==> config.mk <==
export PLATFORM = sky130hd
export DESIGN_NAME = console_line_editor
export DESIGN_NICKNAME = d
export VERILOG_FILES = /design/src/design/cle_pkg.sv /design/src/design/cle_front.sv /design/src/design/cle_queue.sv /design/src/design/cle_back.sv /design/src/design/console_line_editor.sv
export SDC_FILE = /design/constraint.sdc
export NUM_CORES = 1
export LEC_CHECK = 0
export ABC_AREA = 1
export BUFFER_PORTS_ARGS = -buffer_cell sky130_fd_sc_hd__buf_4
export CORE_ASPECT_RATIO = 2
export CORE_UTILIZATION = 46
export CTS_CLUSTER_DIAMETER = 30
export DETAILED_ROUTE_END_ITERATION = 8
export PLACE_DENSITY = 0.72
export SLEW_MARGIN = 20
export SYNTH_ARGS = -nofsm -noshare
export SYNTH_HDL_FRONTEND = slang
export SYNTH_SLANG_ARGS = --single-unit
==> constraint.sdc <==
create_clock -name i_clk -period 9.6 [get_ports i_clk]
set_input_delay 0.96 -clock i_clk [delete_from_list [all_inputs] [get_ports i_clk]]
set_output_delay 0.96 -clock i_clk [all_outputs]
set_load 0.005 [all_outputs]
==> src/design/cle_pkg.sv <==
package cle_pkg;

    // Line buffer geometry
    localparam int LINE_CHARS = 64;
    localparam int CNT_W      = $clog2(LINE_CHARS);
    localparam int LEN_W      = 6;
    localparam int IDX_W      = 6;
    localparam int CMP_W      = (CNT_W > IDX_W) ? CNT_W : IDX_W;

    // Queue between front and back
    localparam int QUEUE_DEPTH = 4;
    localparam int QPTR_W      = $clog2(QUEUE_DEPTH);

    // Terminal byte codes
    localparam logic [7:0] BYTE_CR  = 8'h0D;
    localparam logic [7:0] BYTE_LF  = 8'h0A;
    localparam logic [7:0] BYTE_BS  = 8'h08;
    localparam logic [7:0] BYTE_DEL = 8'h7F;
    localparam logic [7:0] BYTE_TAB = 8'h09;
    localparam logic [7:0] BYTE_SP  = 8'h20;
    localparam logic [7:0] PRINT_LO = 8'd32;
    localparam logic [7:0] PRINT_HI = 8'd126;

    // Result kinds
    localparam logic KIND_ECHO = 1'b0;
    localparam logic KIND_READ = 1'b1;

    // Input item functions
    typedef enum logic [1:0] {
        FUNC_RX    = 2'd0,
        FUNC_CLEAR = 2'd1,
        FUNC_READ  = 2'd2,
        FUNC_NONE  = 2'd3
    } t_func;

    // Work kinds handed to the back end
    typedef enum logic [1:0] {
        OP_CHAR  = 2'd0,
        OP_EOL   = 2'd1,
        OP_ERASE = 2'd2,
        OP_READ  = 2'd3
    } t_op;

    typedef struct packed {
        t_op              op;
        logic [7:0]       data;
        logic             ready;
        logic [LEN_W-1:0] length;
    } t_job;

endpackage

==> src/design/cle_front.sv <==
module cle_front (
    input  logic          i_clk,
    input  logic          i_rst_n,
    input  logic          i_s_tvalid,
    output logic          o_s_tready,
    input  logic [15:0]   i_s_tdata,   // [7:0] rx_byte, [13:8] read_index, [15:14] zero
    input  logic [1:0]    i_s_tuser,   // [1:0] func
    output logic          o_push,
    output cle_pkg::t_job o_job,
    input  logic          i_full
);
    import cle_pkg::*;

    logic [7:0]       line_mem [LINE_CHARS];
    logic [CNT_W-1:0] r_count, n_count;
    logic             r_ready, n_ready;
    logic             r_stage_v;
    t_job             r_stage, n_stage;
    logic             n_has_job;
    logic             r_hit, n_hit;
    logic [7:0]       r_rd_data;
    logic             n_wr;

    logic             accept;
    t_func            func;
    logic [7:0]       rx_byte;
    logic [IDX_W-1:0] rd_idx;
    logic             is_eol, is_erase, is_print, not_full;

    assign func    = t_func'(i_s_tuser);
    assign rx_byte = i_s_tdata[7:0];
    assign rd_idx  = i_s_tdata[13:8];

    // Accept while the stage is free or drains this cycle
    assign o_push     = r_stage_v && !i_full;
    assign o_s_tready = !r_stage_v || !i_full;
    assign accept     = i_s_tvalid && o_s_tready;

    // Classify the received byte
    assign is_eol   = (rx_byte == BYTE_CR) || (rx_byte == BYTE_LF);
    assign is_erase = (rx_byte == BYTE_BS) || (rx_byte == BYTE_DEL);
    assign is_print = ((rx_byte >= PRINT_LO) && (rx_byte <= PRINT_HI)) || (rx_byte == BYTE_TAB);
    assign not_full = r_count < CNT_W'(LINE_CHARS - 1);

    // Next line state and the job it causes
    always_comb begin
        n_count   = r_count;
        n_ready   = r_ready;
        n_has_job = 1'b0;
        n_wr      = 1'b0;
        n_hit     = CMP_W'(rd_idx) < CMP_W'(r_count);
        n_stage   = '{op: OP_CHAR, data: rx_byte, ready: 1'b0, length: '0};
        unique case (func)
            FUNC_RX: begin
                priority if (is_eol) begin
                    if (r_count != '0) begin
                        n_ready       = 1'b1;
                        n_has_job     = 1'b1;
                        n_stage.op    = OP_EOL;
                    end
                end else if (is_erase) begin
                    if (r_count != '0) begin
                        n_count       = r_count - 1'b1;
                        n_has_job     = 1'b1;
                        n_stage.op    = OP_ERASE;
                    end
                end else if (not_full && is_print) begin
                    n_count       = r_count + 1'b1;
                    n_wr          = 1'b1;
                    n_has_job     = 1'b1;
                    n_stage.op    = OP_CHAR;
                end else begin
                    // Drop control bytes and characters on a full line
                    n_has_job     = 1'b0;
                end
            end
            FUNC_CLEAR: begin
                n_count = '0;
                n_ready = 1'b0;
            end
            FUNC_READ: begin
                n_has_job  = 1'b1;
                n_stage.op = OP_READ;
            end
            FUNC_NONE: begin
            end
            default: begin
            end
        endcase
        n_stage.ready  = n_ready;
        n_stage.length = LEN_W'(n_count);
    end

    // Line state and stage control
    always_ff @(posedge i_clk) begin
        if (!i_rst_n) begin
            r_count   <= '0;
            r_ready   <= 1'b0;
            r_stage_v <= 1'b0;
        end else begin
            if (accept) begin
                r_count   <= n_count;
                r_ready   <= n_ready;
                r_stage_v <= n_has_job;
            end else if (o_push) begin
                r_stage_v <= 1'b0;
            end
        end
    end

    // Stage payload
    always_ff @(posedge i_clk) begin
        if (accept) begin
            r_stage <= n_stage;
            r_hit   <= n_hit;
        end
    end

    // Line store: write on append, registered read on accept
    always_ff @(posedge i_clk) begin
        if (accept && n_wr) begin
            line_mem[r_count] <= rx_byte;
        end
        if (accept) begin
            r_rd_data <= line_mem[CNT_W'(rd_idx)];
        end
    end

    // Merge read data into the outgoing job
    always_comb begin
        o_job = r_stage;
        if (r_stage.op == OP_READ) begin
            o_job.data = r_hit ? r_rd_data : 8'h00;
        end
    end

endmodule

==> src/design/cle_queue.sv <==
module cle_queue (
    input  logic          i_clk,
    input  logic          i_rst_n,
    input  logic          i_push,
    input  cle_pkg::t_job i_job,
    output logic          o_full,
    input  logic          i_pop,
    output cle_pkg::t_job o_job,
    output logic          o_empty
);
    import cle_pkg::*;

    t_job              r_slot [QUEUE_DEPTH];
    logic [QPTR_W-1:0] r_wr_ptr, r_rd_ptr;
    logic [QPTR_W:0]   r_fill;

    assign o_full  = r_fill == (QPTR_W + 1)'(QUEUE_DEPTH);
    assign o_empty = r_fill == '0;
    assign o_job   = r_slot[r_rd_ptr];

    // Advance pointers and fill count
    always_ff @(posedge i_clk) begin
        if (!i_rst_n) begin
            r_wr_ptr <= '0;
            r_rd_ptr <= '0;
            r_fill   <= '0;
        end else begin
            if (i_push) begin
                r_wr_ptr <= r_wr_ptr + 1'b1;
            end
            if (i_pop) begin
                r_rd_ptr <= r_rd_ptr + 1'b1;
            end
            unique case ({i_push, i_pop})
                2'b10:   r_fill <= r_fill + 1'b1;
                2'b01:   r_fill <= r_fill - 1'b1;
                default: r_fill <= r_fill;
            endcase
        end
    end

    // Hold queued jobs
    always_ff @(posedge i_clk) begin
        if (i_push) begin
            r_slot[r_wr_ptr] <= i_job;
        end
    end

endmodule

==> src/design/cle_back.sv <==
module cle_back (
    input  logic          i_clk,
    input  logic          i_rst_n,
    input  cle_pkg::t_job i_job,
    input  logic          i_empty,
    output logic          o_pop,
    output logic          o_m_tvalid,
    input  logic          i_m_tready,
    output logic [15:0]   o_m_tdata,   // [7:0] out_byte, [8] line_ready, [14:9] line_length, [15] zero
    output logic          o_m_tlast,
    output logic          o_m_tuser    // [0] kind
);
    import cle_pkg::*;

    logic       r_busy;
    t_job       r_job;
    logic [1:0] r_step;
    logic [7:0] out_byte;
    logic       out_kind;
    logic       out_last;
    logic       m_accept;

    // Expand the current job into its result items
    always_comb begin
        out_kind = KIND_ECHO;
        out_byte = r_job.data;
        out_last = 1'b1;
        unique case (r_job.op)
            OP_CHAR: begin
            end
            OP_EOL: begin
                out_byte = (r_step == 2'd0) ? BYTE_CR : BYTE_LF;
                out_last = r_step == 2'd1;
            end
            OP_ERASE: begin
                out_byte = (r_step == 2'd1) ? BYTE_SP : BYTE_BS;
                out_last = r_step == 2'd2;
            end
            OP_READ: begin
                out_kind = KIND_READ;
            end
            default: begin
            end
        endcase
    end

    assign o_m_tvalid = r_busy;
    assign o_m_tdata  = {1'b0, r_job.length, r_job.ready, out_byte};
    assign o_m_tlast  = out_last;
    assign o_m_tuser  = out_kind;
    assign m_accept   = r_busy && i_m_tready;

    // Take the next job once the current one is done
    assign o_pop = !i_empty && (!r_busy || (m_accept && out_last));

    always_ff @(posedge i_clk) begin
        if (!i_rst_n) begin
            r_busy <= 1'b0;
            r_step <= '0;
        end else begin
            priority if (o_pop) begin
                r_busy <= 1'b1;
                r_step <= '0;
            end else if (m_accept && out_last) begin
                r_busy <= 1'b0;
            end else if (m_accept) begin
                r_step <= r_step + 1'b1;
            end else begin
                // Hold while idle or stalled
                r_step <= r_step;
            end
        end
    end

    // Load job payload
    always_ff @(posedge i_clk) begin
        if (o_pop) begin
            r_job <= i_job;
        end
    end

endmodule

==> src/design/console_line_editor.sv <==
// Console line editor. Each input item (func in tuser) is a received terminal
// byte, a clear, a read of one stored character or a no-op; result items are echo
// bytes (kind 0) or a read answer (kind 1), each carrying the line-ready flag
// and line length after that item, with tlast on the final result of an item.
// A received byte yields zero to three echo items (one for a stored
// character, CR LF for a line end, BS space BS for an erase); clear, no-op and
// ignored bytes yield none. Input items are taken one per cycle while the
// four-entry job queue between the input front end and the output expander
// has room; the expander sends one result per cycle while tready is high, and
// an item has at most three results. A result passes the front end's stage
// register and registered line-store read, a queue slot and the expander's
// job register. The line store needs no clearing after reset.
module console_line_editor (
    input  logic        i_clk,
    input  logic        i_rst_n,
    input  logic        i_s_tvalid,
    output logic        o_s_tready,
    input  logic [15:0] i_s_tdata,   // [7:0] rx_byte, [13:8] read_index, [15:14] zero
    input  logic [1:0]  i_s_tuser,   // [1:0] func
    output logic        o_m_tvalid,
    input  logic        i_m_tready,
    output logic [15:0] o_m_tdata,   // [7:0] out_byte, [8] line_ready, [14:9] line_length, [15] zero
    output logic        o_m_tlast,
    output logic        o_m_tuser    // [0] kind
);
    import cle_pkg::*;

    logic push, full, pop, empty;
    t_job front_job, queue_job;

    cle_front u_front (
        .i_clk      (i_clk),
        .i_rst_n    (i_rst_n),
        .i_s_tvalid (i_s_tvalid),
        .o_s_tready (o_s_tready),
        .i_s_tdata  (i_s_tdata),
        .i_s_tuser  (i_s_tuser),
        .o_push     (push),
        .o_job      (front_job),
        .i_full     (full)
    );

    cle_queue u_queue (
        .i_clk   (i_clk),
        .i_rst_n (i_rst_n),
        .i_push  (push),
        .i_job   (front_job),
        .o_full  (full),
        .i_pop   (pop),
        .o_job   (queue_job),
        .o_empty (empty)
    );

    cle_back u_back (
        .i_clk      (i_clk),
        .i_rst_n    (i_rst_n),
        .i_job      (queue_job),
        .i_empty    (empty),
        .o_pop      (pop),
        .o_m_tvalid (o_m_tvalid),
        .i_m_tready (i_m_tready),
        .o_m_tdata  (o_m_tdata),
        .o_m_tlast  (o_m_tlast),
        .o_m_tuser  (o_m_tuser)
    );

endmodule

==> qor.csv, run 1 <==
metric,value,unit
routability cong.,0.995,
Port Buf Inserts,38,
IO Pins,42,
number of global-route vias before repair,16600,
CTS buffer count,54,
Core Region,56300,um2
list of most frequent post-synthesis cells,"edfxtp_1, nor2_1, nand2_1, o21ai_0, o22ai_1",
drt wl/cell,21.2,um
Worst Path Max Fanout,143,
Worst R2R End,u_front.line_mem[44][6],
Row Count,123,
ys async rst share,0,%
most frequent cell after synthesis,edfxtp_1,
CTS Hold Buffers Added,0,
remaining antenna violation count,0,
via count,16700,
reg2reg start,u_front.r_count[3],
Final setup violation count,0,
Hold WC Path Type,reg2reg,
die width,171,um
post-synthesis xor/xnor area fraction,0.167,%
H-Tree Depth,2,
Post-Syn Area,26200,um2
"EDFF count, synth",623,
fin cells,2969,
WL final,62900,um
final count of hold timing violations,0,
number of post-CTS setup repair buffers,0,
Main synth FF type,edfxtp_1,
chip height,339,um
largest family of logic cells by synthesized area,simple AND/OR/NAND/NOR gates,
crit end category,register,
Final HPWL DP,39700,um
GR Util All Layers,21.9,%
CP required,10.08,ns
detailed-router iteration count before antenna repair,5,
Simple-Gate Fraction of Synth Area,13.0,%
TritonCTS clock tree,done,
final core occ,51.4,%
r2r setup slk,6.42,ns
status,finished clean,
Synth Area per Inst,11.9,um2
area grow syn2layout,10.5,%
clk_skew,0.0223,ns
Yosys Warn Count,0,
worst slew pin tran,1.04,ns
fin crit share,37.9,%
leak pwr,9.84,nW
Iter 0 DRT Violations,1614,
minimum clock period,3.64,ns
ANT cells,0,
hold path startpoint,u_front.o_job[3],
initial antenna violation count,0,
Worst-path clk slew,0.07,ns
setup TNS,0,ns
crit path launch type,input port,
FF-to-FF path depth,7,
Fmax,275,MHz
post-cts sizing count,0,
final worst setup slack,5.96,ns
Vias/cell,5.62,
Final nets,2214,
leading area contributor after synthesis,edfxtp_1,
Overflow after GRT,0,
Worst EP arrival,4.12,ns
placed insts,2867,
Post-Synth Adder-Cell Area,0.936,%
Slew headroom,30.4,%
setup slack at placement,5.19,ns
unique cell type count in the Yosys netlist,34,
Synth Instances,2196,
mux contribution to synthesized area,0,%
# clock sinks,641,
first-pass GRT wire length,94100,um
Peak VDD IR,131,uV
Synth Area in Compound Gates,10.1,%
initial core utilization,46.5,%
post-synthesis sequential area ratio,72.8,%
die area,58000,um2
critical path class,in2reg,
Cell Pwr Density,217,nW/um2
maximum clock path buffer count,3,
unrepaired setup endpoints after global routing,false,
share of the synthesized area in the top cell type,71.4,%
Max Transition Viols Final,0,
largest cells by area after synthesis,"edfxtp_1, o21ai_0, nor2_1",
WHS Endpoint,u_queue.r_slot[3][3],
number of max-cap violations,0,
post-synthesis register bit count,641,
Root Driver,clkbuf_16,
Worst-Skew Late Latency,0.62,ns
largest net degree at the start of global routing,144,
drt drc,0,
Syn Nets,2237,
Hold Path Stages,0,
fraction of layout cells with a size suffix above 1,7.48,%
total power,6.27,mW
-- worst max-delay path by stage --
stage / cells after the start / slack (ns) / end / from
global route: 11 / 5.71 / u_front.line_mem[2][6] / i_s_tdata[7]
floorplan: 13 / 6.22 / u_queue.r_fill[2] / u_back.r_job[16]
finish: 11 / 5.96 / u_front.r_rd_data[7] / i_s_tdata[8]
detailed placement: 11 / 5.19 / u_front.r_rd_data[7] / i_s_tdata[8]
global placement: 11 / 5.29 / u_front.r_rd_data[3] / i_s_tdata[8]
CTS: 11 / 5.81 / u_front.r_rd_data[7] / i_s_tdata[8]
-- through the flow --
step	hold WS, ns	cell area [um2]
floorplan	0.459	26200
global placement	0.462	27000
detailed placement	0.485	27000
CTS	0.504	28900
global route	0.513	28900
finish	0.504	28900
-- final cells by class --
class	count	area, um2
clock buffers	63	1450
clock inverters	39	477
fillers	4685	27400
inverters	64	248
multi-input cells	1356	6330
flip-flops and latches	641	19100
well taps	750	938
repair buffers	56	428
-- layout by cell type (no fill, tap or decap), types with 7 or more instances in the layout --
cell	n
nor2_1	379
o22ai_1	145
o21ai_1	31
inv_1	54
buf_4	54
ha_1	18
clkinv_2	7
o21ai_0	290
bufinv_16	8
edfxtp_1	623
a21oi_1	22
clkbuf_16	57
clkinv_1	12
nand3_1	73
dfxtp_1	18
nand2_1	365
-- power by group --
group          leakage [nW]  switching [mW]  internal (mW)  total, mW
clock network         0.934            1.02           1.32       2.34
logic                  3.12           0.490          0.229      0.720
registers              5.78          0.0394           3.17       3.21
-- worst max-delay path, stage by stage --
cell,delay (ns)
buf_6,0.29
inv_6,0.83
buf_6,0.71
o21ai_0,0.22
o22ai_1,0.21
nand2_1,0.17
nand2_1,0.13
nand2_1,0.05
nand3_1,0.08
nand3_1,0.11
nand2_1,0.09
-- registers in the layout, indices dropped and copies added (netlist names), 3 cells and up --
signal	flops
u_front.r_rd_data	8
u_front.r_stage	8
u_front.r_count	6
u_queue.r_slot	68
u_back.r_job	10
u_back.o_m_tdata	7
u_queue.r_fill	3
u_front.line_mem	512
u_front.o_job	9
-- cell families after synthesis --
family                     count (synthesis)
AOI/OAI and AO/OA                        490
xor gates and xnor gates                   5
adders and majority gates                 19
buffers and inverters                    199
DFF                                      641
other                                      1
and+or+nand+nor                          841
-- layer usage --
layer / wire [um] / global-route usage [%]
met4: 4940 / 16.6
met5: 0 / 0
met1: 20400 / 21.6
met3: 3390 / 2.70
met2: 34100 / 40.8
Note: power is estimated with default switching activity, not from simulation.
==> run 2, diff against run 1 <==
- PLACE_DENSITY: 0.72 -> 0.75
- clock period: 9.6 -> 3.05 ns (I/O delays scaled with it)
==> qor.csv, run 2 (synthesis results as in run 1) <==
metric,value,unit,change
area grow syn2layout,12.5,%,
final instance area,29500,um2,+1.8%
critical path class,reg2reg,,
Worst path max stage delay,0.39,ns,-0.44 ns
die area,58000,um2,unchanged
Vias/cell,5.65,,+0.52%
Overflow after GRT,0,,unchanged
remaining antenna violation count,0,,unchanged
final worst setup slack,0.506,ns,-5.46 ns
Cell Pwr Density,649,nW/um2,+200%
fin crit share,83.4,%,
clk_skew,0.0221,ns,-0.000174 ns
via count,17200,,+3.3%
Final nets,2305,,+4.1%
Worst-path clk slew,0.07,ns,about the same
WHS Endpoint,u_queue.r_rd_ptr[0],,
most frequent CP cell,inv_1,,
Hold WC Path Type,in2reg,,
detailed-router iteration count before antenna repair,6,,+1
Port Buf Inserts,38,,unchanged
critical path's slowest cell,edfxtp_1,,
final count of hold timing violations,0,,unchanged
TritonCTS clock tree,done,,
multi-input combinational cell area,6330,um2,about the same
initial core utilization,46.5,%,unchanged
setup TNS,0,ns,unchanged
fraction of layout cells with a size suffix above 1,10.8,%,+3.3 points
drt drc,0,,unchanged
fin cells,3050,,+2.7%
max FFs per register,512,,unchanged
Root Driver,clkbuf_16,,
r2r setup slk,0.51,ns,-5.91 ns
post-cts sizing count,0,,unchanged
setup slack at placement,0.472,ns,-4.72 ns
Top reg by flops,u_front.line_mem,,
Hold Path Stages,3,,+3
initial antenna violation count,1,,+1
placed inst area,27800,um2,+2.8%
hold path startpoint,i_rst_n,,
unrepaired setup endpoints after global routing,false,,
first-pass GRT wire length,97000,um,+3.1%
Worst-Skew Late Latency,0.60,ns,-0.02 ns
sequential cell area,19100,um2,unchanged
chip height,339,um,unchanged
CP Cell Sequence,"inv_1, ha_1, inv_1, nand4_1, nand2_1, nor2_2, ha_1, inv_1, fa_1, a21oi_1, o21ai_0, o21ai_0, a21oi_1",,
placed insts,2959,,+3.2%
CTS buffer count,51,,-5.6%
WL final,65100,um,+3.6%
number of global-route vias before repair,17200,,+3.5%
"commonest non-fill, non-tap cells in the layout","edfxtp_1, nor2_1, nand2_1",,
Fmax,393,MHz,
biggest regs,"u_front.line_mem (512), u_queue.r_slot (68), u_back.r_job (10)",,
worst slew pin tran,0.992,ns,-0.0517 ns
crit end category,register,,
# clock sinks,641,,unchanged
routability cong.,0.946,,-5.0%
FF-to-FF path depth,13,,+6
Peak VDD IR,445,uV,+240%
GR Util All Layers,22.6,%,+0.70 points
status,finished clean,,
IO Pins,42,,unchanged
Iter 0 DRT Violations,1682,,+4.2%
Final HPWL DP,42200,um,+6.2%
Max Transition Viols Final,0,,unchanged
Worst Path Max Fanout,5,,-97%
drt wl/cell,21.4,um,+0.86%
H-Tree Depth,2,,unchanged
leak pwr,10.2,nW,+3.9%
largest net degree at the start of global routing,123,,-15%
Worst EP arrival,3.02,ns,-1.10 ns
reg2reg start,u_back.r_job[15],,
maximum clock path buffer count,3,,unchanged
Final setup violation count,0,,unchanged
Row Count,123,,unchanged
die width,171,um,unchanged
number of max-cap violations,0,,unchanged
filler instances,4611,,-1.6%
CP required,3.53,ns,-6.55 ns
minimum clock period,2.54,ns,
"most common cell after layout, fill and taps aside",edfxtp_1,,
Core Region,56300,um2,unchanged
Worst R2R End,u_queue.r_fill[2],,
ANT cells,0,,unchanged
total power,19.1,mW,+210%
Slew headroom,33.8,%,+3.4 points
crit path launch type,register,,
==> run 2: power by group <==
part	internal [mW]	total, mW	switching, mW
Combinational	0.771	2.36	1.59
Clock	3.59	6.68	3.09
Sequential	9.98	10.1	0.106
==> run 2: per-stage QoR <==
| step | hold WS, ns | utilization (%) |
|---|---|---|
| global route | 0.0322 | 52.3 |
| CTS | 0.0217 | 52.3 |
| finish | 0.0412 | 52.3 |
| floorplan | 0.404 | - |
| global placement | 0.464 | 49.3 |
| detailed placement | 0.488 | 49.3 |
==> run 2: layout make-up <==
cell class              instances  area share [%]
flip-flops and latches        641            64.7
inverters                      64           0.841
clock buffers                  57            4.44
multi-input cells            1356            21.5
clock inverters                32            1.25
well taps                     750            3.19
repair buffers                150            4.06
==> run 2: repair_timing <==
item,4_1_cts,5_1_grt
hold buffers,2,0
buffers inserted,0,0
hold endpoints to repair,2,0
==> run 2: critical path, delay by kind of cell, from the launching register on <==
kind                       cells  cell delay, ns
and+or+nand+nor                3            0.53
buffers and inverters          3            0.22
AOI/OAI and AO/OA              4            0.46
DFF                            1            0.39
adders and majority gates      3            0.83
==> run 2: worst max-delay path by stage <==
stage	start	end	slack [ns]	cells past startpoint
after global placement	u_back.r_job[16]	u_queue.r_fill[2]	0.47	12
after floorplan	u_back.r_job[16]	u_queue.r_fill[2]	0.003	13
after CTS	u_back.r_job[15]	u_queue.r_fill[2]	0.53	13
after detailed placement	i_s_tdata[7]	u_front.line_mem[44][5]	0.47	13
after global routing	u_back.r_job[16]	u_queue.r_fill[2]	0.31	12
final	u_back.r_job[15]	u_queue.r_fill[2]	0.51	13
==> run 2: metal layers <==
metal	part of all wire [%]	up-vias	routed length (um)	GRT usage, %
met5	0	-	0	0
met4	7.1	0	4640	16.1
met3	5.7	203	3720	2.18
met2	55	720	35700	42.5
met1	32	8334	21100	22.7
li1	-	7973	-	-
